$ cat config.mk
export PLATFORM = sky130hd
export DESIGN_NAME = vie_controller
export DESIGN_NICKNAME = d
export VERILOG_FILES = /design/src/hw/rtl/vie_pkg.sv /design/src/hw/rtl/vie_controller.sv
export SDC_FILE = /design/constraint.sdc
export NUM_CORES = 1
export LEC_CHECK = 0
export ABC_CLOCK_PERIOD_IN_PS = 6550
export BUFFER_PORTS_ARGS = -buffer_cell sky130_fd_sc_hd__buf_2
export CAP_MARGIN = 30
export CORE_UTILIZATION = 35
export DETAILED_ROUTE_END_ITERATION = 7
export SLEW_MARGIN = 20
export SYNTH_ARGS = -nofsm -noshare
export SYNTH_HDL_FRONTEND = slang
export SYNTH_SLANG_ARGS = --single-unit
$ cat constraint.sdc
create_clock -name clk -period 6.55 [get_ports clk]
set_input_delay 0.3275 -clock clk [delete_from_list [all_inputs] [get_ports clk]]
set_output_delay 0.3275 -clock clk [all_outputs]
set_load 0.02 [all_outputs]
$ cat src/hw/rtl/vie_pkg.sv
// Package: shared constants, register indexes, modes and control structs.
package vie_pkg;

  localparam int MAX_STATES  = 1024;
  localparam int MAX_ACTIONS = 16;
  localparam int MAX_SLOTS   = 8;

  localparam int ST_W     = $clog2(MAX_STATES);
  localparam int AC_W     = $clog2(MAX_ACTIONS);
  localparam int SL_W     = $clog2(MAX_SLOTS);
  localparam int CIDX_W   = ST_W + AC_W;
  localparam int TIDX_W   = CIDX_W + SL_W;
  localparam int VIDX_W   = ST_W + 1;
  localparam int COST_DEPTH = MAX_STATES * MAX_ACTIONS;
  localparam int TW_DEPTH   = COST_DEPTH * MAX_SLOTS;
  localparam int VAL_DEPTH  = 2 * MAX_STATES;
  localparam int Q_W      = 32 + SL_W + 1;

  localparam int CFG_W     = 31;
  localparam int CFG_IDX_W = 3;

  localparam logic [CFG_IDX_W-1:0] REG_DISCOUNT  = 3'd0;
  localparam logic [CFG_IDX_W-1:0] REG_TOLERANCE = 3'd1;
  localparam logic [CFG_IDX_W-1:0] REG_STATES    = 3'd2;
  localparam logic [CFG_IDX_W-1:0] REG_ACTIONS   = 3'd3;
  localparam logic [CFG_IDX_W-1:0] REG_SLOTS     = 3'd4;
  localparam logic [CFG_IDX_W-1:0] REG_CAP       = 3'd5;

  localparam logic [1:0] MODE_LOAD_COST = 2'd0;
  localparam logic [1:0] MODE_LOAD_TW   = 2'd1;
  localparam logic [1:0] MODE_RUN       = 2'd2;
  localparam logic [1:0] MODE_READ      = 2'd3;

  localparam logic [16:0] ONE_Q16 = 17'd65536;

  typedef struct packed {
    logic [16:0] disc;
    logic [30:0] tol;
    logic [10:0] n;
    logic [4:0]  na;
    logic [3:0]  ns;
    logic [15:0] cap;
  } cfg_t;

  typedef struct packed {
    logic              clr_val;
    logic              clr_pol;
    logic [VIDX_W-1:0] clr_addr;
    logic              bank;
    logic [ST_W-1:0]   s;
    logic [AC_W-1:0]   a;
    logic [SL_W-1:0]   k;
    logic              ld_cost;
    logic              ld_tw;
    logic              rd_tgt;
    logic              rd_state;
    logic              q_load;
    logic              mul1;
    logic              mul2;
    logic              mag;
    logic              acc;
    logic              act_end;
    logic              first_act;
    logic              wb;
    logic              maxd_clr;
  } cmd_t;

  typedef struct packed {
    logic within_tol;
  } dp_status_t;

endpackage

$ cat src/hw/rtl/vie_controller.sv
// Controller: sequences loads, reads, clearing passes and the sweep loops.
module vie_controller (
  input  logic                clk,
  input  logic                rst,
  input  vie_pkg::cfg_t       cfg,
  input  logic                in_valid,
  input  logic [1:0]          in_mode,
  input  logic                out_free,
  input  vie_pkg::dp_status_t status,
  output logic                in_ready,
  output logic                out_load,
  output logic [15:0]         iterations,
  output logic                converged,
  output vie_pkg::cmd_t       cmd
);
  import vie_pkg::*;

  typedef enum logic [3:0] {
    S_INIT_CLR, S_IDLE, S_RUN_CLR, S_ACT_RD, S_ACT_COST, S_SLOT_RD, S_SLOT_TW,
    S_SLOT_J, S_SLOT_MUL, S_SLOT_MAG, S_SLOT_ACC, S_ACT_END, S_STATE_RD,
    S_STATE_WB, S_SWEEP_END, S_READ_WAIT
  } state_t;

  state_t            state;
  logic [VIDX_W-1:0] clr_cnt;
  logic [ST_W-1:0]   s;
  logic [AC_W-1:0]   a;
  logic [SL_W-1:0]   k;
  logic              bank;
  logic [15:0]       sweeps;
  logic              accept;
  logic [16:0]       sweeps_next;

  assign in_ready    = (state == S_IDLE) && out_free;
  assign accept      = in_valid && in_ready;
  assign out_load    = (state == S_READ_WAIT);
  assign sweeps_next = {1'b0, sweeps} + 17'd1;

  always_comb begin
    cmd           = '0;
    cmd.clr_val   = (state == S_INIT_CLR) || (state == S_RUN_CLR);
    cmd.clr_pol   = (state == S_INIT_CLR);
    cmd.clr_addr  = clr_cnt;
    cmd.bank      = bank;
    cmd.s         = s;
    cmd.a         = a;
    cmd.k         = k;
    cmd.ld_cost   = accept && (in_mode == MODE_LOAD_COST);
    cmd.ld_tw     = accept && (in_mode == MODE_LOAD_TW);
    cmd.rd_tgt    = (state == S_SLOT_TW);
    cmd.rd_state  = (state == S_STATE_RD);
    cmd.q_load    = (state == S_ACT_COST);
    cmd.mul1      = (state == S_SLOT_J);
    cmd.mul2      = (state == S_SLOT_MUL);
    cmd.mag       = (state == S_SLOT_MAG);
    cmd.acc       = (state == S_SLOT_ACC);
    cmd.act_end   = (state == S_ACT_END);
    cmd.first_act = (a == '0);
    cmd.wb        = (state == S_STATE_WB);
    cmd.maxd_clr  = (state == S_RUN_CLR) || (state == S_SWEEP_END);
  end

  always_ff @(posedge clk) begin
    if (rst) begin
      state      <= S_INIT_CLR;
      clr_cnt    <= '0;
      s          <= '0;
      a          <= '0;
      k          <= '0;
      bank       <= 1'b0;
      sweeps     <= '0;
      iterations <= '0;
      converged  <= 1'b0;
    end else begin
      case (state)
        S_INIT_CLR: begin
          clr_cnt <= clr_cnt + 1'b1;
          if (clr_cnt == VIDX_W'(VAL_DEPTH - 1)) begin
            state <= S_IDLE;
          end
        end
        S_IDLE: begin
          if (accept && in_mode == MODE_RUN) begin
            clr_cnt <= '0;
            state   <= S_RUN_CLR;
          end else if (accept && in_mode == MODE_READ) begin
            state <= S_READ_WAIT;
          end
        end
        S_READ_WAIT: state <= S_IDLE;
        S_RUN_CLR: begin
          clr_cnt <= clr_cnt + 1'b1;
          if (clr_cnt == VIDX_W'(VAL_DEPTH - 1)) begin
            s      <= '0;
            a      <= '0;
            bank   <= 1'b0;
            sweeps <= '0;
            state  <= S_ACT_RD;
          end
        end
        S_ACT_RD: begin
          k     <= '0;
          state <= S_ACT_COST;
        end
        S_ACT_COST: state <= S_SLOT_RD;
        S_SLOT_RD:  state <= S_SLOT_TW;
        S_SLOT_TW:  state <= S_SLOT_J;
        S_SLOT_J:   state <= S_SLOT_MUL;
        S_SLOT_MUL: state <= S_SLOT_MAG;
        S_SLOT_MAG: state <= S_SLOT_ACC;
        S_SLOT_ACC: begin
          if ({1'b0, k} == cfg.ns - 4'd1) begin
            state <= S_ACT_END;
          end else begin
            k     <= k + 1'b1;
            state <= S_SLOT_RD;
          end
        end
        S_ACT_END: begin
          if ({1'b0, a} == cfg.na - 5'd1) begin
            state <= S_STATE_RD;
          end else begin
            a     <= a + 1'b1;
            state <= S_ACT_RD;
          end
        end
        S_STATE_RD: state <= S_STATE_WB;
        S_STATE_WB: begin
          a <= '0;
          if ({1'b0, s} == cfg.n - 11'd1) begin
            state <= S_SWEEP_END;
          end else begin
            s     <= s + 1'b1;
            state <= S_ACT_RD;
          end
        end
        S_SWEEP_END: begin
          bank   <= ~bank;
          sweeps <= sweeps_next[15:0];
          s      <= '0;
          a      <= '0;
          if (status.within_tol) begin
            converged  <= 1'b1;
            iterations <= sweeps_next[15:0];
            state      <= S_IDLE;
          end else if (sweeps_next >= {1'b0, cfg.cap}) begin
            converged  <= 1'b0;
            iterations <= sweeps_next[15:0];
            state      <= S_IDLE;
          end else begin
            state <= S_ACT_RD;
          end
        end
        default: state <= S_IDLE;
      endcase
    end
  end
endmodule

Word-level counts from Yosys, hierarchy flattened

Cells that the tools add are included.

Input bits: 91
Logic and storage cells: 102
Bits in registers: 66

Muxes and demuxes: 28
Bitwise logic cells: 1
Add/subtract/negate cells: 8
$lt $le $gt $ge: 1
Equal/unequal tests: 29
Reduce and logical (&&, ||, !) cells: 26

Operators with widths:

| operator                                                              | count |
|---|---|
| 4-bit one-hot mux with 16 select lines                                | 1 |
| 16-bit 2-to-1 mux                                                     | 3 |
| 4-bit 2-to-1 mux                                                      | 9 |
| 4-bit == test (second input constant)                                 | 8 |
| 16-bit one-hot mux with 2 select lines                                | 1 |
| 10-bit one-hot mux with 3 select lines                                | 1 |
| 11-bit one-hot mux with 2 select lines                                | 1 |
| 10-bit 2-to-1 mux                                                     | 2 |
| 16-bit by 1-bit adder with 17-bit output (second input constant)      | 1 |
| 17-bit by 16-bit greater-or-equal comparator with 1-bit output        | 1 |
| 4-bit by 3-bit == test with 1-bit output (second input constant)      | 4 |
| 4-bit one-hot mux with 3 select lines                                 | 1 |
| 11-bit by 1-bit adder with 11-bit output (second input constant)      | 1 |
| 10-bit by 11-bit == test with 1-bit output                            | 1 |
| 11-bit == test (second input constant)                                | 1 |
| 11-bit 2-to-1 mux                                                     | 1 |
| 11-bit by 1-bit subtractor with 11-bit output (second input constant) | 1 |
| 10-bit by 1-bit adder with 10-bit output (second input constant)      | 1 |
| 3-bit AND reduction                                                   | 3 |
| 4-bit by 2-bit == test with 1-bit output (second input constant)      | 2 |
| 4-bit logical NOT                                                     | 2 |
| 2-bit AND reduction                                                   | 4 |
| 2-bit nonzero test                                                    | 4 |
| 1-bit logical AND                                                     | 6 |
| other kinds (22)                                                      | 33 |

Longest topological paths before layout

Depth after elaboration: 7
Gate-level depth with buffers: 16

Worst setup path after synthesis

OpenSTA, ideal clock, no wires.

Path kind: register -> register
From: register sweeps[0]
To: register iterations[10]
Data required time: 6472 ps
Arrival: 3227 ps
Buffers on the path: 2
Path slack: 3245 ps
Library setup time: 78 ps
Cell stages (with the launch flop): 16
Path through: dfxtp_1 > ha_1 > and3_1 > clkbuf_1 > nand3_1 > nor2_1 > xor2_1 > ha_1 > nand3_1 > nor4_1 > a2111oi_0 > o21a_1 > o21a_1 > clkbuf_1 > nor3_1 > nor3_1

Cells in the longest elaborated chain, start to end: 4
Elaborated cells on any way between the ends: 6
Those cells by class: 1 x add/sub; 1 x order compare; 2 x mux; 2 x reduce/logical

Ends and longest elaborated chain:

| element                                                        | RTL line              | source |
|---|---|---|
| from (decl)                                                    | vie_controller.sv:30  | `logic [15:0] sweeps;` |
| from (signal assigned)                                         | vie_controller.sv:139 | `sweeps <= sweeps_next[15:0];` |
| 16-bit by 1-bit adder with 17-bit output                       | vie_controller.sv:37  | `assign sweeps_next = {1'b0, sweeps} + 17'd1;` |
| named net sweeps_next[14]                                      | vie_controller.sv:32  | `logic [16:0] sweeps_next;` |
| 17-bit by 16-bit greater-or-equal comparator with 1-bit output | vie_controller.sv:146 | `end else if (sweeps_next >= {1'b0, cfg.cap}) begin` |
| 2-bit nonzero test (no source line)                            | -                     |  |
| 2-bit AND reduction (no source line)                           | -                     |  |
| to (signal assigned)                                           | vie_controller.sv:144 | `iterations <= sweeps_next[15:0];` |
| to (signal assigned)                                           | vie_controller.sv:148 | `iterations <= sweeps_next[15:0];` |
| to (decl)                                                      | vie_controller.sv:12  | `output logic [15:0] iterations,` |

The timed path passes the listed nets, and every way through them passes these cells. The select of a mux whose other input is x is not followed.
A chain may end at the register's enable or synchronous reset.

Final worst setup path

From: register sweeps[0]
To: register iterations[1]

The elaborated chain is that of the path after synthesis.

==> impl_metrics.env <==
export IMPL_outcome="finished clean"
export IMPL_first_pass_iters=4
export IMPL_clockRootBuffer="clkbuf_16"
export IMPL_antenna_left=0
export IMPL_holdBufCountCts=0
export IMPL_max_slew_margin_pct=49.95
export IMPL_die_h_um=114
export IMPL_antenna_found_initial=0
export IMPL_grt_usage_pct=18.53
export IMPL_synth_flop_cell="dfxtp_1"
export IMPL_vias=4363
export IMPL_synth_top_area_share_pct=30.09
export IMPL_hold_class="input port to flip-flop"
export IMPL_synth_compound_area_share_pct=19.89
export IMPL_critical_path_arrival_ps=4200
export IMPL_pwr_density_cell_nw_per_um2=189.4
export IMPL_drive_gt1_share_pct=21.25
export IMPL_syn_area_um2=4390
export IMPL_synth_mux_area_share_pct=0
export IMPL_tightestPinTransition_ps=748.9
export IMPL_grt_max_degree=51
export IMPL_setup_tns_ps=0
export IMPL_synth_top_family_by_area="simple AND/OR/NAND/NOR gates"
export IMPL_via_per_inst=5.308
export IMPL_synth_area_leader_cell="dfxtp_1"
export IMPL_synth_distinct_cells=55
export IMPL_timing_rr_start="sweeps[0]"
export IMPL_grt_overflow_total=0
export IMPL_required_ps=6810
export IMPL_rrSetupSlack_ps=2610
export IMPL_portBuffers=105
export IMPL_r2r_cells=13
export IMPL_worstPathMaxFanout=18
export IMPL_synthArstFlopShare_pct=0
export IMPL_core_area_um2=12110
export IMPL_min_to="converged"
export IMPL_synth_cells=563
export IMPL_fin_skew_ps=9.828
export IMPL_cts_buffer_depth=2
export IMPL_synth_edf_count=0
export IMPL_diodes=0
export IMPL_ir_drop_v=0.0001255
export IMPL_end_kind="flip-flop"
export IMPL_clkTransAtPathRegs_ps=60
export IMPL_crit_path_top_delay_cell="o21a_1"
export IMPL_grt_pass1_wl_mm=19.38
export IMPL_path_cells="ha_1 -> and3_1 -> nand3_1 -> nor2_1 -> xor2_1 -> ha_1 -> nand3_1 -> nor4_1 -> a2111oi_0 -> o21a_1 -> o21a_1 -> o21ai_0 -> a21oi_1"
export IMPL_ys_seq_elements=66
export IMPL_syn_to_final_growth_pct=21.74
export IMPL_final_util_pct=44.13
export IMPL_crit_path_max_incr_delay_ps=550
export IMPL_cts_setup_buffers=0
export IMPL_synth_simple_gate_area_share_pct=27.84
export IMPL_rr_endpoint="iterations[1]"
export IMPL_yosysSeqAreaShare_pct=30.09
export IMPL_setup_violations=0
export IMPL_maxSlewViolCount=0
export IMPL_path_class="flip-flop to flip-flop"
export IMPL_cap_viol_max_count=0
export IMPL_start_kind="flip-flop"
export IMPL_grt_pass1_vias=4066
export IMPL_cts_sinks=66
export IMPL_worstSkewPairLatency_ps=340
export IMPL_syn_nets=679
export IMPL_wl_per_cell_um=14.40
export IMPL_hold_viol=0
export IMPL_initial_core_util_pct=36.25
export IMPL_drc_errors=0
export IMPL_mostFrequentLayoutCell="buf_2"
export IMPL_fin_crit_sh_pct=60.10
export IMPL_htreeDepth=3
export IMPL_die_area_um2=13000
export IMPL_holdPathStages=3
export IMPL_fmax_mhz=254.0
export IMPL_cts_tree="yes"
export IMPL_io_pins=154
export IMPL_post_cts_resize_count=0
export IMPL_drtIter0Drc=186
export IMPL_routabilityCongestion=0.8394
export IMPL_wl_mm=11.84
export IMPL_synth_xor_area_share_pct=8.977
export IMPL_leakage_nw=2.285
export IMPL_fin_nets=765
export IMPL_hpwl_mm=8.501
export IMPL_min_from="status"
export IMPL_rsz0062_at_grt="false"
export IMPL_yosysWarningCount=0
export IMPL_cts_made_buffers=9
export IMPL_die_w_um=114
export IMPL_layout_common_cells="buf_2, dfxtp_1, nor2_1, a21oi_1, nor3_1"
export IMPL_num_rows=40
export IMPL_synth_adder_area_share_pct=7.125
export IMPL_layout_min_cycle_time_ps=3936
export IMPL_syn_avg_cell_area_um2=7.798
export IMPL_ys_top_cells_by_area="dfxtp_1, ha_1, a21oi_1, xnor2_1, nor2_1"
-- worst max-delay path, delay by kind of cell, from the launching register on --
kind                     cells  cell delay, ps
AO/OA/AOI/OAI                5            1590
adder cells (fa/ha/maj)      2             610
AND/OR/NAND/NOR              5             900
flip-flops                   1             470
XOR/XNOR                     1             280
-- registers in the layout (all words and copies together), names as in the netlist, 3 cells and up --
signal / cells
iterations: 16
a: 4
k: 3
sweeps: 16
state: 4
s: 10
clr_cnt: 11
-- cell type report --
cell class                      instances  area [um^2]
Clock buffer                           10        239.0
Clock inverter                          6        88.84
Fill cell                            1248         6766
Inverter                               31        116.4
Multi-Input combinational cell        433         2809
Sequential cell                        66         1321
Tap cell                              168        210.2
Timing Repair Buffer                  108        560.5
-- synthesized netlist by cell type, types with 11 or more instances --
library cell / number
nand2_1: 22
nor3_1: 43
xor2_1: 19
nand3_1: 25
inv_1: 31
clkbuf_1: 26
ha_1: 25
xnor2_1: 26
o21ai_0: 17
nor2_1: 58
dfxtp_1: 66
a21oi_1: 52
nand4_1: 11
-- power breakdown --
group / switching [mW] / total (mW) / internal (mW)
registers: 0.00195 / 0.405 / 0.403
clock network: 0.190 / 0.534 / 0.344
logic: 0.0436 / 0.0732 / 0.0296
-- worst max-delay path by stage --
| stage | end | startpoint | slack, ps | cells past startpoint |
|---|---|---|---|---|
| after global routing | iterations[1] | sweeps[0] | 2330 | 13 |
| final | iterations[1] | sweeps[0] | 2610 | 13 |
| after detailed placement | iterations[0] | sweeps[0] | 2650 | 13 |
| after floorplan | iterations[10] | sweeps[0] | 3250 | 15 |
| after CTS | iterations[0] | sweeps[0] | 2610 | 13 |
| after global placement | iterations[0] | sweeps[0] | 2640 | 13 |
-- cell families after synthesis --
family / count (synthesis)
AND/OR/NAND/NOR: 227
flip-flops: 66
adder cells (fa/ha/maj): 25
buffers and inverters: 64
XOR/XNOR: 45
AO/OA/AOI/OAI: 136
-- routing by layer --
layer | wire length, um | global-route usage (%) | vias to the layer above
li1 | - | - | 2195
met1 | 5234 | 22.02 | 2053
met2 | 5900 | 33.01 | 104
met3 | 584 | 4.676 | 11
met4 | 116 | 4.935 | 0
met5 | 0 | 0 | -
-- stage by stage --
stage | setup WS, ps | hold WS [ps] | cell area, um^2 | cells | power [mW]
after detailed placement | 2645 | 470.8 | 4990 | 804 | 0.4855
after global placement | 2636 | 457.0 | 4986 | 804 | 0.4825
after floorplan | 3245 | 449.6 | 4390 | 563 | 0.4567
after global routing | 2333 | 279.5 | 5345 | 822 | 1.049
after CTS | 2613 | 244.6 | 5318 | 820 | 1.023
final | 2614 | 254.4 | 5345 | 822 | 1.013
Note: power is estimated with default switching activity, not from simulation.
